`src/hdl/gvps_pkg.sv`:
```
`default_nettype none

package gvps_pkg;

    // Command codes carried in the input tuser
    localparam logic [1:0] CMD_STEP  = 2'd0;
    localparam logic [1:0] CMD_ROT   = 2'd1;
    localparam logic [1:0] CMD_STOP  = 2'd2;
    // unused code, ignored by the sequencer
    localparam logic [1:0] CMD_SPARE = 2'd3;

    // Configuration register indexes
    localparam logic CFG_ON_TIME  = 1'b0;
    localparam logic CFG_ASSIGNED = 1'b1;

    // Phase codes as reported on the output
    localparam logic [1:0] PHASE_CODE_IDLE  = 2'd0;
    localparam logic [1:0] PHASE_CODE_DELAY = 2'd1;
    localparam logic [1:0] PHASE_CODE_OPEN  = 2'd2;
    localparam logic [1:0] PHASE_CODE_RUN   = 2'd3;

    typedef enum logic [3:0] {
        PH_IDLE  = 4'b0001,
        PH_DELAY = 4'b0010,
        PH_OPEN  = 4'b0100,
        PH_RUN   = 4'b1000
    } t_phase;

    typedef struct packed {
        t_phase      phase;
        logic [15:0] mark_tick;
        logic [15:0] held_delay;
        logic        valve;
        logic        pending;
    } t_state;

    typedef struct packed {
        logic [15:0] on_time;
        logic        output_assigned;
    } t_cfg;

    function automatic logic [1:0] phase_code(input t_phase ph);
        logic [1:0] code;
        unique case (ph)
            PH_IDLE:  code = PHASE_CODE_IDLE;
            PH_DELAY: code = PHASE_CODE_DELAY;
            PH_OPEN:  code = PHASE_CODE_OPEN;
            PH_RUN:   code = PHASE_CODE_RUN;
            default:  code = PHASE_CODE_IDLE;
        endcase
        return code;
    endfunction

endpackage

`default_nettype wire

```
`src/hdl/gvps_cfg.sv`:
```
`default_nettype none

module gvps_cfg (
    input  wire logic            i_clk,
    input  wire logic            i_rst_n,
    input  wire logic            i_cfg_valid,
    output logic                 o_cfg_ready,
    input  wire logic            i_cfg_index,
    input  wire logic [15:0]     i_cfg_data,
    output gvps_pkg::t_cfg       o_cfg
);

    gvps_pkg::t_cfg r_cfg;

    assign o_cfg_ready = 1'b1;
    assign o_cfg       = r_cfg;

    always_ff @(posedge i_clk) begin
        if (!i_rst_n) begin
            r_cfg.on_time         <= 16'd0;
            r_cfg.output_assigned <= 1'b1;
        end else if (i_cfg_valid) begin
            unique case (i_cfg_index)
                gvps_pkg::CFG_ON_TIME:  r_cfg.on_time         <= i_cfg_data;
                gvps_pkg::CFG_ASSIGNED: r_cfg.output_assigned <= i_cfg_data[0];
                default: ;
            endcase
        end
    end

endmodule

`default_nettype wire

```
`src/hdl/gvps_step.sv`:
```
`default_nettype none

module gvps_step (
    input  wire gvps_pkg::t_state i_state,
    input  wire gvps_pkg::t_cfg   i_cfg,
    input  wire logic [1:0]      i_cmd,
    input  wire logic            i_gas,
    input  wire logic [15:0]     i_tick,
    input  wire logic [15:0]     i_delay,
    output gvps_pkg::t_state     o_state
);

    logic [15:0] w_elapsed;
    logic [15:0] w_held;

    // time since the mark, modulo 2^16
    assign w_elapsed = i_tick - i_state.mark_tick;
    // delay in force: leaving idle samples it fresh
    assign w_held    = (i_state.phase == gvps_pkg::PH_IDLE) ? i_delay : i_state.held_delay;

    always_comb begin
        o_state = i_state;
        case (i_cmd)
            gvps_pkg::CMD_STEP: begin
                if (i_cfg.output_assigned) begin
                    if (!i_gas) begin
                        o_state.valve     = 1'b0;
                        o_state.mark_tick = i_tick;
                        o_state.phase     = gvps_pkg::PH_IDLE;
                    end else if (i_state.phase == gvps_pkg::PH_RUN) begin
                        o_state.valve = 1'b1;
                    end else if (i_state.phase == gvps_pkg::PH_OPEN) begin
                        if (w_elapsed >= i_cfg.on_time) begin
                            o_state.valve = 1'b0;
                        end
                        o_state.pending = 1'b0;
                    end else begin
                        // idle or delaying
                        o_state.held_delay = w_held;
                        if (w_elapsed >= w_held) begin
                            // mark restarts now, so elapsed is zero here
                            o_state.valve     = (i_cfg.on_time != 16'd0);
                            o_state.mark_tick = i_tick;
                            o_state.phase     = gvps_pkg::PH_OPEN;
                            o_state.pending   = 1'b0;
                        end else begin
                            if (i_state.phase == gvps_pkg::PH_IDLE) begin
                                o_state.valve = 1'b0;
                            end
                            o_state.phase   = gvps_pkg::PH_DELAY;
                            o_state.pending = 1'b1;
                        end
                    end
                end
            end
            gvps_pkg::CMD_ROT: begin
                o_state.phase = gvps_pkg::PH_RUN;
            end
            gvps_pkg::CMD_STOP: begin
                if (i_state.phase == gvps_pkg::PH_RUN) begin
                    o_state.mark_tick = i_tick;
                    o_state.phase     = gvps_pkg::PH_OPEN;
                end
            end
            default: ;
        endcase
    end

endmodule

`default_nettype wire

```
`src/hdl/gas_valve_purge_sequencer_top.sv`:
```
`default_nettype none

// Channel     | Direction | Handshake                      | Contents
// ------------+-----------+--------------------------------+-------------------------------
// s_axis      | in        | s_axis_tvalid / s_axis_tready  | one command per transaction
// m_axis      | out       | m_axis_tvalid / m_axis_tready  | one result per command
// cfg         | in        | i_cfg_valid / o_cfg_ready      | register index + write data
//
// One command per cycle sustained while the output is not stalled. A command
// is held in the input register, is evaluated there against the sequencer
// state, and the result is then registered in the output register.
// The sequencer state moves on only as the result is registered, so the
// next command always sees the state left by the one before it.
// Reset (synchronous, active low) returns to idle, valve closed, on-time 0,
// output assigned. A stalled output holds the result; the input register
// still refills behind it and then stalls in turn. cfg is always ready.

module gas_valve_purge_sequencer_top (
    input  wire logic        i_clk,
    input  wire logic        i_rst_n,

    input  wire logic        s_axis_tvalid,
    output logic             s_axis_tready,
    // [0] gas_selected, [16:1] tick_now, [32:17] start_delay, [39:33] zero
    input  wire logic [39:0] s_axis_tdata,
    // [1:0] command
    input  wire logic [1:0]  s_axis_tuser,

    output logic             m_axis_tvalid,
    input  wire logic        m_axis_tready,
    // [0] valve_open, [1] delay_pending, [3:2] phase, [7:4] zero
    output logic [7:0]       m_axis_tdata,

    input  wire logic        i_cfg_valid,
    output logic             o_cfg_ready,
    // 0 on_time, 1 output_assigned
    input  wire logic        i_cfg_index,
    input  wire logic [15:0] i_cfg_data
);

    gvps_pkg::t_cfg   w_cfg;
    gvps_pkg::t_state r_state;
    gvps_pkg::t_state n_state;

    // input register
    logic        r_in_valid;
    logic [1:0]  r_in_cmd;
    logic        r_in_gas;
    logic [15:0] r_in_tick;
    logic [15:0] r_in_delay;

    // output register
    logic        r_out_valid;
    logic [3:0]  r_out_data;

    logic        w_out_free;
    logic        w_adv;

    assign w_out_free    = !r_out_valid || m_axis_tready;
    assign w_adv         = r_in_valid && w_out_free;
    assign s_axis_tready = !r_in_valid || w_adv;

    assign m_axis_tvalid = r_out_valid;
    assign m_axis_tdata  = {4'd0, r_out_data};

    gvps_cfg u_cfg (
        .i_clk       (i_clk),
        .i_rst_n     (i_rst_n),
        .i_cfg_valid (i_cfg_valid),
        .o_cfg_ready (o_cfg_ready),
        .i_cfg_index (i_cfg_index),
        .i_cfg_data  (i_cfg_data),
        .o_cfg       (w_cfg)
    );

    gvps_step u_step (
        .i_state (r_state),
        .i_cfg   (w_cfg),
        .i_cmd   (r_in_cmd),
        .i_gas   (r_in_gas),
        .i_tick  (r_in_tick),
        .i_delay (r_in_delay),
        .o_state (n_state)
    );

    // input stage: load on every accepted transaction
    always_ff @(posedge i_clk) begin
        if (!i_rst_n) begin
            r_in_valid <= 1'b0;
        end else if (s_axis_tready) begin
            r_in_valid <= s_axis_tvalid;
        end
    end

    always_ff @(posedge i_clk) begin
        if (s_axis_tvalid && s_axis_tready) begin
            r_in_cmd   <= s_axis_tuser;
            r_in_gas   <= s_axis_tdata[0];
            r_in_tick  <= s_axis_tdata[16:1];
            r_in_delay <= s_axis_tdata[32:17];
        end
    end

    // sequencer state commits together with the result
    always_ff @(posedge i_clk) begin
        if (!i_rst_n) begin
            r_state.phase      <= gvps_pkg::PH_IDLE;
            r_state.mark_tick  <= 16'd0;
            r_state.held_delay <= 16'd0;
            r_state.valve      <= 1'b0;
            r_state.pending    <= 1'b0;
        end else if (w_adv) begin
            r_state <= n_state;
        end
    end

    always_ff @(posedge i_clk) begin
        if (!i_rst_n) begin
            r_out_valid <= 1'b0;
        end else if (w_out_free) begin
            r_out_valid <= r_in_valid;
        end
    end

    always_ff @(posedge i_clk) begin
        if (w_adv) begin
            r_out_data <= {gvps_pkg::phase_code(n_state.phase), n_state.pending, n_state.valve};
        end
    end

endmodule

`default_nettype wire
```
`config.mk`:
```
export PLATFORM = sky130hd
export DESIGN_NAME = gas_valve_purge_sequencer_top
export DESIGN_NICKNAME = d
export VERILOG_FILES = /design/src/hdl/gvps_pkg.sv /design/src/hdl/gvps_cfg.sv /design/src/hdl/gvps_step.sv /design/src/hdl/gas_valve_purge_sequencer_top.sv
export SDC_FILE = /design/constraint.sdc
export NUM_CORES = 1
export LEC_CHECK = 0
export ABC_CLOCK_PERIOD_IN_PS = 8700
export BUFFER_PORTS_ARGS = -buffer_cell sky130_fd_sc_hd__buf_2
export CAP_MARGIN = 10
export CORE_AREA = 4 4 110 133
export CTS_CLUSTER_SIZE = 30
export DETAILED_ROUTE_END_ITERATION = 10
export DIE_AREA = 0 0 114 137
export PLACE_DENSITY = 0.61
export SLEW_MARGIN = 20
export SYNTH_ARGS = -nofsm -noshare
export SYNTH_HDL_FRONTEND = slang
export SYNTH_HIERARCHICAL = 1
export SYNTH_SLANG_ARGS = --single-unit
```
`constraint.sdc`:
```
create_clock -name i_clk -period 8.7 [get_ports i_clk]
set_input_delay 0.435 -clock i_clk [delete_from_list [all_inputs] [get_ports i_clk]]
set_output_delay 0.435 -clock i_clk [all_outputs]
set_load 0.01 [all_outputs]
```
### After elaboration in Yosys (flattened, before gate mapping)

Index checks and enable logic that the tools add are counted.

| storage, ports and cells | value |
|---|---|
| register bits | 96 |
| input port bits | 64 |
| output and inout bits | 11 |

| cells by class | value |
|---|---|
| $add $sub $neg | 1 |
| magnitude comparators | 2 |
| equality and inequality tests | 13 |
| multiplexer cells | 21 |
| bitwise operators | 3 |
| reductions and logical operators | 13 |

Operator list:

| operator | number |
|---|---|
| $mux W36 | 2 |
| $mux W16 | 3 |
| $mux W20 | 2 |
| $mux W38 | 1 |
| $ge A16 B16 Y1 | 2 |
| $pmux W16 S2 | 1 |
| $reduce_bool A16 Y1 | 1 |
| $sub A16 B16 Y16 | 1 |
| $pmux W4 S3 | 1 |
| $eq A4 B3 Y1 const B | 2 |
| $eq A4 B4 Y1 const B | 2 |
| $reduce_and A7 Y1 | 1 |
| $mux W1 | 6 |
| $mux W2 | 3 |
| $ne A3 B3 Y1 const B | 2 |
| $pmux W2 S3 | 1 |
| $reduce_and A6 Y1 | 1 |
| $eq A4 B1 Y1 const B | 1 |
| $eq A4 B2 Y1 const B | 1 |
| $reduce_and A2 Y1 | 2 |
| $mux W3 | 1 |
| $ne A3 B2 Y1 const B | 1 |
| $not A1 Y1 | 3 |
| $eq A2 B1 Y1 const B | 1 |
| 8 further kinds | 11 |

### Logic depth before layout (Yosys ltp)

| logic depth | value |
|---|---|
| word-level depth | 11 |
| gate-level depth with buffers | 19 |
| mapped depth without buffers | 18 |

### Hierarchy

Netlist, hierarchy kept.

By module, submodules not included:

| module | times used | cells an instance | area an instance (sq um) | sequential area each (sq um) |
|---|---|---|---|---|
| gas_valve_purge_sequencer_top | 1 | 223 | 2845.2 | 1971.9 |
| gvps_step | 1 | 322 | 2378.5 | 0.0 |
| gvps_cfg | 1 | 77 | 716.9 | 340.3 |

### Worst setup path before layout

OpenSTA, ideal clock, no wires.

| path | value |
|---|---|
| path kind | register to register |
| start | register r_in_tick[2] |
| end | register r_out_data[2], data pin |
| data arrival time | 3535 ps |
| setup slack | 4897 ps |
| cell stages (with the launch flop) | 16 |
| buffers on the path | 0 |
| period minus slack after synthesis | 3803 ps |
| cell sequence | edfxtp_1 -> ha_1 -> nor2b_1 -> o31a_1 -> a2111o_1 -> a31o_2 -> a21oi_1 -> xnor2_1 -> ha_1 -> nand4_1 -> or3_1 -> o21ai_2 -> and2b_2 -> nand2b_1 -> xnor2_1 -> nor3_1 |

RTL lines:

| element | RTL line | source |
|---|---|---|
| from (decl) | gas_valve_purge_sequencer_top.sv:49 | `logic [15:0] r_in_tick;` |
| from (signal assigned) | gas_valve_purge_sequencer_top.sv:99 | `r_in_tick <= s_axis_tdata[16:1];` |
| to (signal assigned) | gas_valve_purge_sequencer_top.sv:127 | `r_out_data <= {gvps_pkg::phase_code(n_state.phase), n_state.pending, n_state.valve};` |
| to (decl) | gas_valve_purge_sequencer_top.sv:54 | `logic [3:0] r_out_data;` |

### Final worst setup path

| path | value |
|---|---|
| start | register r_in_tick[0] |
| end | register r_state[25] in the netlist's numbering |

| between the ends | value |
|---|---|
| cells in the longest elaborated chain, start to end | 4 |

Ends and longest elaborated chain:

| element | RTL line | source |
|---|---|---|
| $sub A16 B16 Y16 | gvps_step.sv:17 | `assign w_elapsed = i_tick - i_state.mark_tick;` |
| $ge A16 B16 Y1 | gvps_step.sv:40 | `if (w_elapsed >= w_held) begin` |
| $ne A3 B2 Y1 (no source line) | -- |  |
| $reduce_and A7 Y1 (no source line) | -- |  |
| to (signal assigned) | gas_valve_purge_sequencer_top.sv:113 | `r_state <= n_state;` |
| to (decl) | gas_valve_purge_sequencer_top.sv:42 | `gvps_pkg::t_state r_state;` |

Every way passes these cells.
A chain may end at the register's enable or synchronous reset.

==> results.py <==
metrics = {
    "status": {
        "status": "finished, final reports clean",
    },
    "die": {
        "core.rowCount": 46,
        "ios": 75,
        "fp.dieArea_mm2": 0.0156,
        "core-area_mm2": 0.0132,
        "start_util_pct": 44.9,
        "die_w_um": 114,
        "die_y_um": 137,
    },
    "critical_path": {
        "cp-start-kind": "flip-flop",
        "cp-end-kind": "flip-flop",
        "rr_startpoint": "r_in_tick[0]$_DFFE_PP_",
        "critPathMaxFanout": 16,
        "critPathKind": "flip-flop to flip-flop",
        "crit_required_ns": 8.90,
        "arrival_ns": 4.60,
        "crit_path_cell_trace": "inv_1, ha_1, fa_1, nor2b_1, o31a_1, a2111o_1, a31o_2, a21oi_1, xnor2_1, ha_1, nand2_1, o21ai_0, a21oi_1, o21ai_2, a21oi_4, mux2_2, nand2_1, mux2i_1",
        "critPathSlowestCell": "a21oi_4",
        "rr_worst_depth": 18,
        "r2r_setup_slack_ns": 4.30,
        "r2r-end": "r_state[25]$_SDFFE_PN0P_",
        "slowest_delay_ns": 0.66,
    },
    "synth": {
        "yosys_warnings": 6,
        "seq_area_frac_synth_pct": 38.9,
        "synth-async-reset-ratio_pct": 0,
        "syn_inst": 622,
        "ys.flop_type": "dfxtp_1",
        "synth-seq-cells": 96,
        "syn_area_per_cell_um2": 9.55,
        "ys_types": 64,
        "synth_area_mm2": 0.00594,
        "synth_edf_count": 39,
    },
    "layout": {
        "final_cells": 846,
        "final_util_pct": 50.0,
        "layout.nets": 785,
        "num_antenna_cells": 0,
        "final_cell_area_mm2": 0.00662,
        "fill_cells": 1258,
        "drive_gt1_share_pct": 17.4,
        "syn_to_final_growth_pct": 11.5,
    },
    "worst_hold_path": {
        "worstHoldEndpoint": "r_in_delay[4]$_DFFE_PP_",
        "worstHoldStart": "s_axis_tdata[21]",
        "hold_depth": 1,
        "hp-class": "input port to flip-flop",
    },
    "timing": {
        "slew_headroom_pct": 31.8,
        "period_minus_slack_ns": 4.40,
        "timing.fmax_ghz": 0.227,
        "finalClockSkew_ns": 0.00832,
        "worst_pin_slew_ns": 1.02,
        "hold_viol_final": 0,
        "hold_ws_ns": 0.252,
        "report.final.slew_viol_count": 0,
        "final.setup.tns_ns": 0,
        "setup_slack_ns": 4.30,
        "setup_viol": 0,
        "finalCritPeriodShare_pct": 50.6,
        "rsz0062_at_grt": "no",
    },
    "flow_run": {
        "maxCapViolCount": 0,
    },
    "cts": {
        "root_buffer": "clkbuf_16",
        "cts_setup_buffers": 0,
        "cts_buffer_depth": 2,
        "clock_sink_count": 96,
        "cts_resized": 0,
        "clk_pin_slew_worst_paths_ns": 0.07,
        "cts_tree": "built",
        "cts_buffers": 9,
        "htree_levels": 3,
        "clk_latency_ns": 0.35,
        "hold_buffers": 0,
    },
    "detailed_routing": {
        "drtAntennaViolNets": 0,
        "wl_um": 12300,
        "initialDrtViolationCount": 230,
        "vias": 4415,
        "drc": 0,
        "wl_per_cell_um": 14.6,
        "first_pass_iters": 5,
        "vias_per_cell": 5.22,
    },
    "global_route": {
        "grt_pass1_vias": 4244,
        "overflow": 0,
        "antenna_found_initial": 0,
        "grt_pass1_wl_um": 20200,
        "grt_usage_pct": 16.2,
        "grt_max_degree": 111,
    },
    "place": {
        "place_congestion": 0.830,
        "dp_slack_ns": 4.30,
        "io_buffers": 62,
        "dpl_cell_area_mm2": 0.00630,
        "hpwl_um": 8840,
        "dp.cells": 830,
    },
    "pwr": {
        "p_total_mw": 1.18,
        "p_leak_nw": 2.73,
        "powerDensity_mw_per_mm2": 178,
        "ir_worst_vdd_v": 0.000126,
    },
}
-- cells in the final DEF, fill, tap and decap left out, types with 5 or more instances in the layout --
master,netlist,layout
nand2_1,129,129
mux2i_1,69,69
buf_2,13,62
dfxtp_1,57,57
ha_1,47,47
inv_1,41,41
a21oi_1,40,40
edfxtp_1,39,39
nor2_1,26,26
o21ai_0,20,20
xnor2_1,15,15
clkbuf_16,0,9
mux2_2,9,9
mux2_4,9,9
a21o_1,7,7
nand2b_1,6,6
nor3_1,6,5
o21a_1,5,5
conb_1,2,5
buf_4,6,5
-- synth_stat cells, types with 5 or more instances --
| cell type | instances | area share [%] |
|---|---|---|
| nand2_1 | 129 | 8.2 |
| o21a_1 | 5 | 0.63 |
| mux2_4 | 9 | 2.3 |
| buf_2 | 13 | 1.1 |
| mux2i_1 | 69 | 12 |
| nand2b_1 | 6 | 0.63 |
| nor2_1 | 26 | 1.6 |
| xnor2_1 | 15 | 2.2 |
| buf_4 | 6 | 0.76 |
| o21ai_0 | 20 | 1.7 |
| dfxtp_1 | 57 | 19 |
| inv_1 | 41 | 2.6 |
| a21oi_1 | 40 | 3.4 |
| edfxtp_1 | 39 | 20 |
| ha_1 | 47 | 9.9 |
| clkbuf_1 | 5 | 0.32 |
| mux2_2 | 9 | 1.7 |
| nor3_1 | 6 | 0.51 |
| a21o_1 | 7 | 0.88 |
-- layout make-up --
cell class	instances	area (um^2)	area share, %
clock buffer	11	243	3.66
clock inverter	5	81.3	1.23
inverter	42	158	2.38
multi-input combinational	457	3270	49.4
sequential	96	2310	34.9
tap	168	210	3.17
timing repair buffer	67	348	5.25
-- per-layer routing --
metal / wire length, um / track usage (%) / vias up
met2: 5790 / 27.4 / 85
met5: 0 / 0 / -
met3: 538 / 4.16 / 11
met4: 182 / 5.21 / 0
met1: 5830 / 20.3 / 2053
li1: - / - / 2266
-- worst max-delay path by stage --
stage                                      start                  endpoint  slack (ns)  cells after the start
after global placement    r_in_tick[2]$_DFFE_PP_  r_state[26]$_SDFFE_PN0P_        4.41                     16
after floorplan           r_in_tick[2]$_DFFE_PP_   r_out_data[2]$_DFFE_PP_        4.90                     15
final                     r_in_tick[0]$_DFFE_PP_  r_state[25]$_SDFFE_PN0P_        4.30                     18
after global routing      r_in_tick[0]$_DFFE_PP_  r_state[25]$_SDFFE_PN0P_        4.02                     18
after detailed placement  r_in_tick[0]$_DFFE_PP_  r_state[25]$_SDFFE_PN0P_        4.30                     18
after CTS                 r_in_tick[0]$_DFFE_PP_  r_state[25]$_SDFFE_PN0P_        4.29                     18
-- flip-flops by register name, summed over array words and instances, names as in the netlist --
name           count
r_state           38
u_cfg/o_cfg       17
r_in_delay        16
r_in_tick         16
r_out_data         4
r_in_cmd           2
m_axis_tvalid      1
r_in_gas           1
r_in_valid         1
-- logic make-up (layout without fill, tap and decap cells) --
kind of cell	after synthesis	in the layout	synth area share (%)
AOI/OAI and AO/OA	96	96	10.2
xor gates and xnor gates	16	16	2.36
adders and majority gates	48	48	10.2
buffers and inverters	72	125	6.38
DFF	96	96	38.9
muxes	87	87	15.6
other	2	5	0.126
and+or+nand+nor	205	205	16.2
-- where the power goes --
part	switching, mW	total [mW]	internal, mW
clock network	0.170	0.430	0.260
logic	0.137	0.247	0.110
registers	0.0147	0.505	0.491
-- critical path: cells and delay by family (launching register included) --
kind | cells | cell delay, ns
compound gates | 8 | 2.16
buf+inv | 1 | 0.07
xor+xnor | 1 | 0.23
simple gates | 3 | 0.18
mux | 2 | 0.51
fa+ha+maj | 3 | 0.69
flops | 1 | 0.39
(Power assumes the default switching activity.)
